===== config.mk =====
export PLATFORM = sky130hd
export DESIGN_NAME = masked_byte_pattern_scanner
export DESIGN_NICKNAME = d
export VERILOG_FILES = /design/src/hdl/mbps_pkg.sv /design/src/hdl/mbps_datapath.sv /design/src/hdl/mbps_ctrl.sv /design/src/hdl/masked_byte_pattern_scanner.sv
export SDC_FILE = /design/constraint.sdc
export NUM_CORES = 2
export LEC_CHECK = 0
export BUFFER_PORTS_ARGS = -buffer_cell sky130_fd_sc_hd__buf_2
export CAP_MARGIN = 25
export CORE_UTILIZATION = 58
export CTS_CLUSTER_SIZE = 20
export DETAILED_ROUTE_END_ITERATION = 8
export PLACE_DENSITY = 0.82
export SLEW_MARGIN = 40
export SYNTH_ARGS = -nofsm -noshare
export SYNTH_HDL_FRONTEND = slang
export SYNTH_SLANG_ARGS = --single-unit

===== constraint.sdc =====
create_clock -name clock -period 6.1 [get_ports clock]
set_input_delay 1.22 -clock clock [delete_from_list [all_inputs] [get_ports clock]]
set_output_delay 1.22 -clock clock [all_outputs]
set_load 0.05 [all_outputs]

===== src/hdl/mbps_pkg.sv =====
package mbps_pkg;

   // Pattern store and scan window depth
   localparam int PAT_DEPTH = 64;
   localparam int IDX_W     = 6;
   localparam int LEN_W     = 7;
   localparam int OFS_W     = 32;

   // Item kinds
   localparam logic FUNC_LOAD = 1'b0;
   localparam logic FUNC_SCAN = 1'b1;

   // Register indexes
   localparam logic CSR_PATTERN_LENGTH = 1'b0;
   localparam logic CSR_START_OFFSET   = 1'b1;

   // Controller to datapath
   typedef struct packed {
      logic take;
      logic fetch;
      logic step;
      logic set_match;
      logic finish;
   } dp_cmd_type;

   // Datapath to controller
   typedef struct packed {
      logic is_scan;
      logic need_cmp;
      logic entry_ok;
      logic last_entry;
      logic out_free;
      logic has_result;
   } dp_status_type;

   // Bring the configured length into 1 .. PAT_DEPTH
   function automatic logic [LEN_W-1:0] clamp_length(input logic [LEN_W-1:0] len);
      logic [LEN_W-1:0] res;
      res = len;
      if (len == '0) begin
         res = LEN_W'(1);
      end else if (len > LEN_W'(PAT_DEPTH)) begin
         res = LEN_W'(PAT_DEPTH);
      end
      return res;
   endfunction

endpackage


===== src/hdl/mbps_datapath.sv =====
module mbps_datapath (
   input  logic                        clock,
   input  logic                        reset,
   input  mbps_pkg::dp_cmd_type        cmd,
   output mbps_pkg::dp_status_type     status,
   input  logic                        req_func,
   input  logic [5:0]                  req_entry_index,
   input  logic [7:0]                  req_value,
   input  logic                        req_care,
   input  logic                        req_last,
   input  logic                        csr_wr_en,
   input  logic                        csr_index,
   input  logic [31:0]                 csr_wdata,
   output logic                        rsp_valid,
   input  logic                        rsp_ready,
   output logic                        rsp_found,
   output logic [31:0]                 rsp_match_offset
);
   import mbps_pkg::*;

   // Pattern store (care bit over byte) and circular scan window
   logic [8:0]       pat_mem [PAT_DEPTH];
   logic [7:0]       win_mem [PAT_DEPTH];

   logic [LEN_W-1:0] pat_len_ff, pat_len_in;
   logic [OFS_W-1:0] start_ff, start_in;
   logic [IDX_W-1:0] wptr_ff, wptr_in;
   logic [OFS_W-1:0] seen_ff, seen_in;
   logic             finished_ff, finished_in;
   logic             last_ff, last_in;
   logic [LEN_W-1:0] len_ff, len_in;
   logic             match_ff, match_in;
   logic [IDX_W-1:0] idx_ff, idx_in;
   logic [IDX_W-1:0] waddr_ff, waddr_in;
   logic [8:0]       pat_rd_ff;
   logic [7:0]       win_rd_ff;
   logic             rsp_valid_ff, rsp_valid_in;
   logic             rsp_found_ff, rsp_found_in;
   logic [OFS_W-1:0] rsp_ofs_ff, rsp_ofs_in;

   logic [LEN_W-1:0] len_now;
   logic [OFS_W-1:0] match_ofs;

   assign len_now   = clamp_length(pat_len_ff);
   assign match_ofs = start_ff + seen_ff - OFS_W'(len_ff);

   // Status towards the controller
   always_comb begin
      status.is_scan    = (req_func == FUNC_SCAN);
      status.need_cmp   = !finished_ff && (seen_ff >= OFS_W'(len_ff));
      status.entry_ok   = !pat_rd_ff[8] || (pat_rd_ff[7:0] == win_rd_ff);
      status.last_entry = ({1'b0, idx_ff} == (len_ff - LEN_W'(1)));
      status.out_free   = !rsp_valid_ff || rsp_ready;
      status.has_result = match_ff || (last_ff && !finished_ff);
   end

   // Memory writes and registered reads
   always_ff @(posedge clock) begin
      if (cmd.take && req_func == FUNC_LOAD) begin
         pat_mem[req_entry_index] <= {req_care, req_value};
      end
      if (cmd.take && req_func == FUNC_SCAN && !finished_ff) begin
         win_mem[wptr_ff] <= req_value;
      end
      if (cmd.fetch) begin
         pat_rd_ff <= pat_mem[idx_ff];
         win_rd_ff <= win_mem[waddr_ff];
      end
   end

   // Next-state logic
   always_comb begin
      pat_len_in   = pat_len_ff;
      start_in     = start_ff;
      wptr_in      = wptr_ff;
      seen_in      = seen_ff;
      finished_in  = finished_ff;
      last_in      = last_ff;
      len_in       = len_ff;
      match_in     = match_ff;
      idx_in       = idx_ff;
      waddr_in     = waddr_ff;
      rsp_found_in = rsp_found_ff;
      rsp_ofs_in   = rsp_ofs_ff;
      rsp_valid_in = rsp_valid_ff && !rsp_ready;

      // Register writes
      if (csr_wr_en) begin
         unique case (csr_index)
            CSR_PATTERN_LENGTH: pat_len_in = csr_wdata[LEN_W-1:0];
            CSR_START_OFFSET:   start_in   = csr_wdata;
            default:            pat_len_in = pat_len_ff;
         endcase
      end

      // Take a scan byte: unless already finished, write it into the window and advance the count
      if (cmd.take && req_func == FUNC_SCAN) begin
         last_in  = req_last;
         len_in   = len_now;
         match_in = 1'b0;
         idx_in   = '0;
         waddr_in = IDX_W'(wptr_ff + IDX_W'(1) - len_now[IDX_W-1:0]);
         if (!finished_ff) begin
            wptr_in = IDX_W'(wptr_ff + IDX_W'(1));
            if (seen_ff != '1) begin
               seen_in = seen_ff + OFS_W'(1);
            end
         end
      end

      // Walk the compare along the window
      if (cmd.step) begin
         idx_in   = IDX_W'(idx_ff + IDX_W'(1));
         waddr_in = IDX_W'(waddr_ff + IDX_W'(1));
      end
      if (cmd.set_match) begin
         match_in = 1'b1;
      end

      // Deliver the result, finish the scan on a match, and close it on its last byte
      if (cmd.finish) begin
         if (status.has_result) begin
            rsp_valid_in = 1'b1;
            rsp_found_in = match_ff;
            rsp_ofs_in   = match_ff ? match_ofs : '0;
         end
         if (last_ff) begin
            seen_in     = '0;
            finished_in = 1'b0;
         end else if (match_ff) begin
            finished_in = 1'b1;
         end
      end
   end

   // Control registers
   always_ff @(posedge clock) begin
      if (reset) begin
         pat_len_ff   <= LEN_W'(1);
         start_ff     <= '0;
         wptr_ff      <= '0;
         seen_ff      <= '0;
         finished_ff  <= 1'b0;
         rsp_valid_ff <= 1'b0;
      end else begin
         pat_len_ff   <= pat_len_in;
         start_ff     <= start_in;
         wptr_ff      <= wptr_in;
         seen_ff      <= seen_in;
         finished_ff  <= finished_in;
         rsp_valid_ff <= rsp_valid_in;
      end
   end

   // Payload registers
   always_ff @(posedge clock) begin
      last_ff      <= last_in;
      len_ff       <= len_in;
      match_ff     <= match_in;
      idx_ff       <= idx_in;
      waddr_ff     <= waddr_in;
      rsp_found_ff <= rsp_found_in;
      rsp_ofs_ff   <= rsp_ofs_in;
   end

   assign rsp_valid        = rsp_valid_ff;
   assign rsp_found        = rsp_found_ff;
   assign rsp_match_offset = rsp_ofs_ff;

endmodule


===== src/hdl/mbps_ctrl.sv =====
module mbps_ctrl (
   input  logic                        clock,
   input  logic                        reset,
   input  logic                        req_valid,
   output logic                        req_ready,
   input  mbps_pkg::dp_status_type     status,
   output mbps_pkg::dp_cmd_type        cmd
);
   import mbps_pkg::*;

   typedef enum logic [4:0] {
      ST_IDLE   = 5'b00001,
      ST_PREP   = 5'b00010,
      ST_FETCH  = 5'b00100,
      ST_CHECK  = 5'b01000,
      ST_REPORT = 5'b10000
   } state_type;

   state_type state_ff, state_in;

   // Sequence one item: take it; for a scan byte, compare entry by entry, report
   always_comb begin
      state_in      = state_ff;
      cmd           = '0;
      req_ready     = 1'b0;
      unique case (state_ff)
         ST_IDLE: begin
            req_ready = 1'b1;
            if (req_valid) begin
               cmd.take = 1'b1;
               if (status.is_scan) begin
                  state_in = ST_PREP;
               end
            end
         end
         ST_PREP: begin
            state_in = status.need_cmp ? ST_FETCH : ST_REPORT;
         end
         ST_FETCH: begin
            cmd.fetch = 1'b1;
            state_in  = ST_CHECK;
         end
         ST_CHECK: begin
            priority if (!status.entry_ok) begin
               state_in = ST_REPORT;
            end else if (status.last_entry) begin
               cmd.set_match = 1'b1;
               state_in      = ST_REPORT;
            end else begin
               cmd.step = 1'b1;
               state_in = ST_FETCH;
            end
         end
         ST_REPORT: begin
            // Hold while a result waits for a full output register
            if (!status.has_result || status.out_free) begin
               cmd.finish = 1'b1;
               state_in   = ST_IDLE;
            end
         end
         default: state_in = ST_IDLE;
      endcase
   end

   always_ff @(posedge clock) begin
      if (reset) begin
         state_ff <= ST_IDLE;
      end else begin
         state_ff <= state_in;
      end
   end

endmodule


===== src/hdl/masked_byte_pattern_scanner.sv =====
// Pattern load: the next item is taken in the following cycle.
// Scan byte: from transfer to ready again the controller runs prepare, one
// fetch/check pair per entry compared (at most the pattern length), through
// the single read port of the pattern store and of the window memory, then report.
// The result is registered as ready returns; one still waiting stalls the report.
// Synchronous active-high reset clears scan state, offset, rsp_valid; length 1.
module masked_byte_pattern_scanner (
   input  logic        clock,
   input  logic        reset,
   input  logic        req_valid,
   output logic        req_ready,
   input  logic        req_func,
   input  logic [5:0]  req_entry_index,
   input  logic [7:0]  req_value,
   input  logic        req_care,
   input  logic        req_last,
   output logic        rsp_valid,
   input  logic        rsp_ready,
   output logic        rsp_found,
   output logic [31:0] rsp_match_offset,
   input  logic        csr_wr_en,
   input  logic        csr_index,
   input  logic [31:0] csr_wdata
);
   import mbps_pkg::*;

   dp_cmd_type    cmd;
   dp_status_type status;

   mbps_ctrl u_ctrl (
      .clock     (clock),
      .reset     (reset),
      .req_valid (req_valid),
      .req_ready (req_ready),
      .status    (status),
      .cmd       (cmd)
   );

   mbps_datapath u_datapath (
      .clock            (clock),
      .reset            (reset),
      .cmd              (cmd),
      .status           (status),
      .req_func         (req_func),
      .req_entry_index  (req_entry_index),
      .req_value        (req_value),
      .req_care         (req_care),
      .req_last         (req_last),
      .csr_wr_en        (csr_wr_en),
      .csr_index        (csr_index),
      .csr_wdata        (csr_wdata),
      .rsp_valid        (rsp_valid),
      .rsp_ready        (rsp_ready),
      .rsp_found        (rsp_found),
      .rsp_match_offset (rsp_match_offset)
   );

endmodule


==> flow_metrics.tcl <==
set metrics [dict create \
    synth-simple-area-share 0.04757 \
    rsz0062_at_grt "no" \
    worst_slew_pin_slew_ns 0.9158 \
    fin_setup_tns_ns 0 \
    grt_start_max_net_pins 131 \
    core.rowCount 108 \
    critPathCaptureType "flop" \
    cts_tree "yes" \
    timing.hold.ws_ns 0.4564 \
    port_buffers 89 \
    synth.distinct_cells 65 \
    outcome "complete, no violations" \
    relSlewSlack 0.3877 \
    core-area_um2 87160 \
    setup_viol 0 \
    min_period_ns 4.236 \
    antenna_found_initial 4 \
    die_y_um 299.1 \
    synth_area_um2 51210 \
    drv_slew 0 \
    cts.htree.levels 3 \
    ys_warn_count 0 \
    die-area_um2 89480 \
    cts-root-buf "clkbuf_16" \
    grt_pass1_vias 28130 \
    r2r_slack_ns 1.86 \
    synth_top_family_by_area "multiplexers" \
    grt_pass1_wl_mm 196.5 \
    synth_edf_count 1158 \
    synth_compound_area_frac 0.02319 \
    n_fill_cell 5235 \
    synth_nets 2917 \
    irDropWorstVdd_uv 274.9 \
    route.detailed.drc 0 \
    synthXorXnorAreaFrac 0.01368 \
    syn_to_final_growth_pct 10.96 \
    synth_mux_area_frac 0.1602 \
    antenna_left 0 \
    clk_pin_slew_worst_paths_ns 0.07 \
    wl_per_cell_um 32.37 \
    gp_congestion 0.9448 \
    startpoint_type "flop" \
    post-route-period-util 0.6944 \
    gr-usage-all-layers 0.3037 \
    synthCells 2781 \
    cts_resized 0 \
    post_cts_buffers 0 \
    syn_avg_cell_area_um2 18.41 \
    crit_type "reg -> reg" \
    skew_ns 0.02826 \
    async_reset_ff_frac 0 \
    synth_ff_type "edfxtp_1" \
    clockBufferDepth 3 \
    cap_violations 0 \
    synthAdderAreaFrac 0.02096 \
    hold_viol 0 \
    cts_sinks 1243 \
    cts-hold-fix-buffers 0 \
    arrival_ns 4.57 \
    place_hpwl_mm 75.84 \
    drt_iter0_markers 4132 \
    power_density_nw_per_um2 318.2 \
    cp.required_ns 6.43 \
    grt_overflow_total 0 \
    cellLeakagePower_nw 18.34 \
    vias 28490 \
    nets 3022 \
    drtPass1Iterations 8 \
    io_pins 90 \
    path_max_fanout 9 \
    clock_latency_ns 0.71 \
    ys_seq_elements 1243 \
    hold_path.class "reg -> reg" \
    max_freq_mhz 236.1 \
    cts_buffers 112 \
    wl_mm 134.0 \
    die_width_um 299.1 \
    vias_per_cell 6.881 \
    start_util 0.5875 \
    seq_area_frac_synth 0.7123 \
    layout-drive-gt1-share 0.2367 \
]
[cells in the mapped netlist, types with 11 or more instances]
cell / n / share of area
buf_4: 22 / 0.0032
or3_1: 11 / 0.0013
xor2_1: 21 / 0.0036
ha_1: 73 / 0.018
nor3_1: 24 / 0.0023
buf_2: 11 / 0.0011
buf_1: 14 / 0.0010
edfxtp_1: 1158 / 0.68
o21ai_0: 28 / 0.0027
a211oi_1: 11 / 0.0016
a21o_1: 22 / 0.0032
nand2_1: 124 / 0.0091
a21oi_1: 81 / 0.0079
xnor2_1: 59 / 0.010
nand2b_1: 14 / 0.0017
nand3_1: 38 / 0.0037
dfxtp_1: 85 / 0.033
inv_1: 142 / 0.010
nor2b_1: 13 / 0.0016
nand4_1: 25 / 0.0031
mux2i_1: 15 / 0.0029
nor2_1: 235 / 0.017
mux4_2: 357 / 0.16
clkbuf_1: 80 / 0.0059
[power by group]
group	total [mW]	switching [mW]	internal, mW
combinational	1.17	0.713	0.452
sequential	9.38	0.0361	9.34
clock	7.53	3.34	4.19
[registers in the layout, indices dropped and copies added (netlist names)]
register and count:
u_datapath.idx_ff 6, u_datapath.wptr_ff 6, u_datapath.pat_rd_ff 9, u_datapath.pat_mem 576
u_datapath.win_mem 512, u_datapath.start_ff 32, u_datapath.finished_ff 1, u_ctrl.state_ff 5
u_datapath.rsp_found 1, u_datapath.pat_len_ff 7, u_datapath.seen_ff 32, u_datapath.rsp_match_offset 32
u_datapath.waddr_ff 6, u_datapath.last_ff 1, u_datapath.len_ff 7, u_datapath.win_rd_ff 8
u_datapath.match_ff 1, u_datapath.rsp_valid 1
[per-layer routing]
layer | part of all wire | up-vias | track usage
met5 | 0.00020 | - | 0
met3 | 0.11 | 345 | 0.05603
met4 | 0.039 | 4 | 0.1146
li1 | - | 11210 | -
met2 | 0.49 | 2443 | 0.4866
met1 | 0.36 | 14490 | 0.4212
[layout make-up]
class | count | area (µm²) | share of cell area
Sequential cell | 1243 | 36480 | 0.6420
Multi-Input combinational cell | 1264 | 13680 | 0.2408
Clock buffer | 129 | 2909 | 0.05120
Tap cell | 1155 | 1445 | 0.02543
Clock inverter | 82 | 965.9 | 0.01700
Timing Repair Buffer | 119 | 790.8 | 0.01392
Inverter | 146 | 548.0 | 0.009645
Antenna cell | 2 | 5.005 | 0.00008808
[cell families (layout without fill, tap and decap cells)]
group,Yosys count,count (layout)
xor+xnor,80,80
other cells,0,2
flops,1243,1243
simple gates,537,537
mux,373,373
fa+ha+maj,81,81
buf+inv,274,476
compound gates,193,193
[worst max-delay path, cell delays in order (launching register included)]
cell and delay [ns]:
dfxtp_1 0.35, nor3_1 0.51, nand4_1 0.62, nand2b_1 0.44, nor2_1 0.33, nand3_1 0.72, nor2_1 0.87
[per-stage QoR]
stage,cell area [µm²],instances,utilization,worst slack [ns],power [mW]
finish,56820,4140,0.6519,1.864,18.08
global route,56810,4138,0.6518,1.810,18.42
CTS,56720,4137,0.6508,2.079,18.07
detailed placement,52850,3926,0.6063,1.728,10.68
global placement,52790,3925,0.6057,2.004,10.63
floorplan,51210,2781,-,3.105,10.25
[final timing paths]
path	start	end	depth (start not counted)
worst max-delay path	u_ctrl.state_ff[2]	u_datapath.win_mem[53][5]	6
worst min-delay path	u_datapath.start_ff[23]	u_datapath.start_ff[23]	2
worst max register to register	u_ctrl.state_ff[2]	u_datapath.win_mem[53][5]	6
worst min register to register	u_datapath.start_ff[23]	u_datapath.start_ff[23]	2
[cell usage in the layout, fill, tap and decap left out, drive strengths merged, types with 5 or more instances in the layout]
cell,Yosys,layout
edfxtp,1158,1158
mux4,357,357
nor2,236,236
inv,146,159
clkbuf,80,129
nand2,124,124
buf,48,119
dfxtp,85,85
a21oi,81,81
ha,73,73
xnor2,59,59
clkinv,0,41
nand3,38,38
o21ai,33,33
nand4,25,25
nor3,25,25
a21o,22,22
xor2,21,21
bufinv,0,17
mux2i,15,15
nand2b,14,14
nor2b,13,13
a211oi,11,11
or3,11,11
clkinvlp,0,11
nor4,10,10
and2,9,9
fa,8,8
and3,7,7
nand3b,6,6
and4,6,6
nor3b,5,5
o21a,5,5
a21boi,5,5
Note: power is estimated with default switching activity, not from simulation.
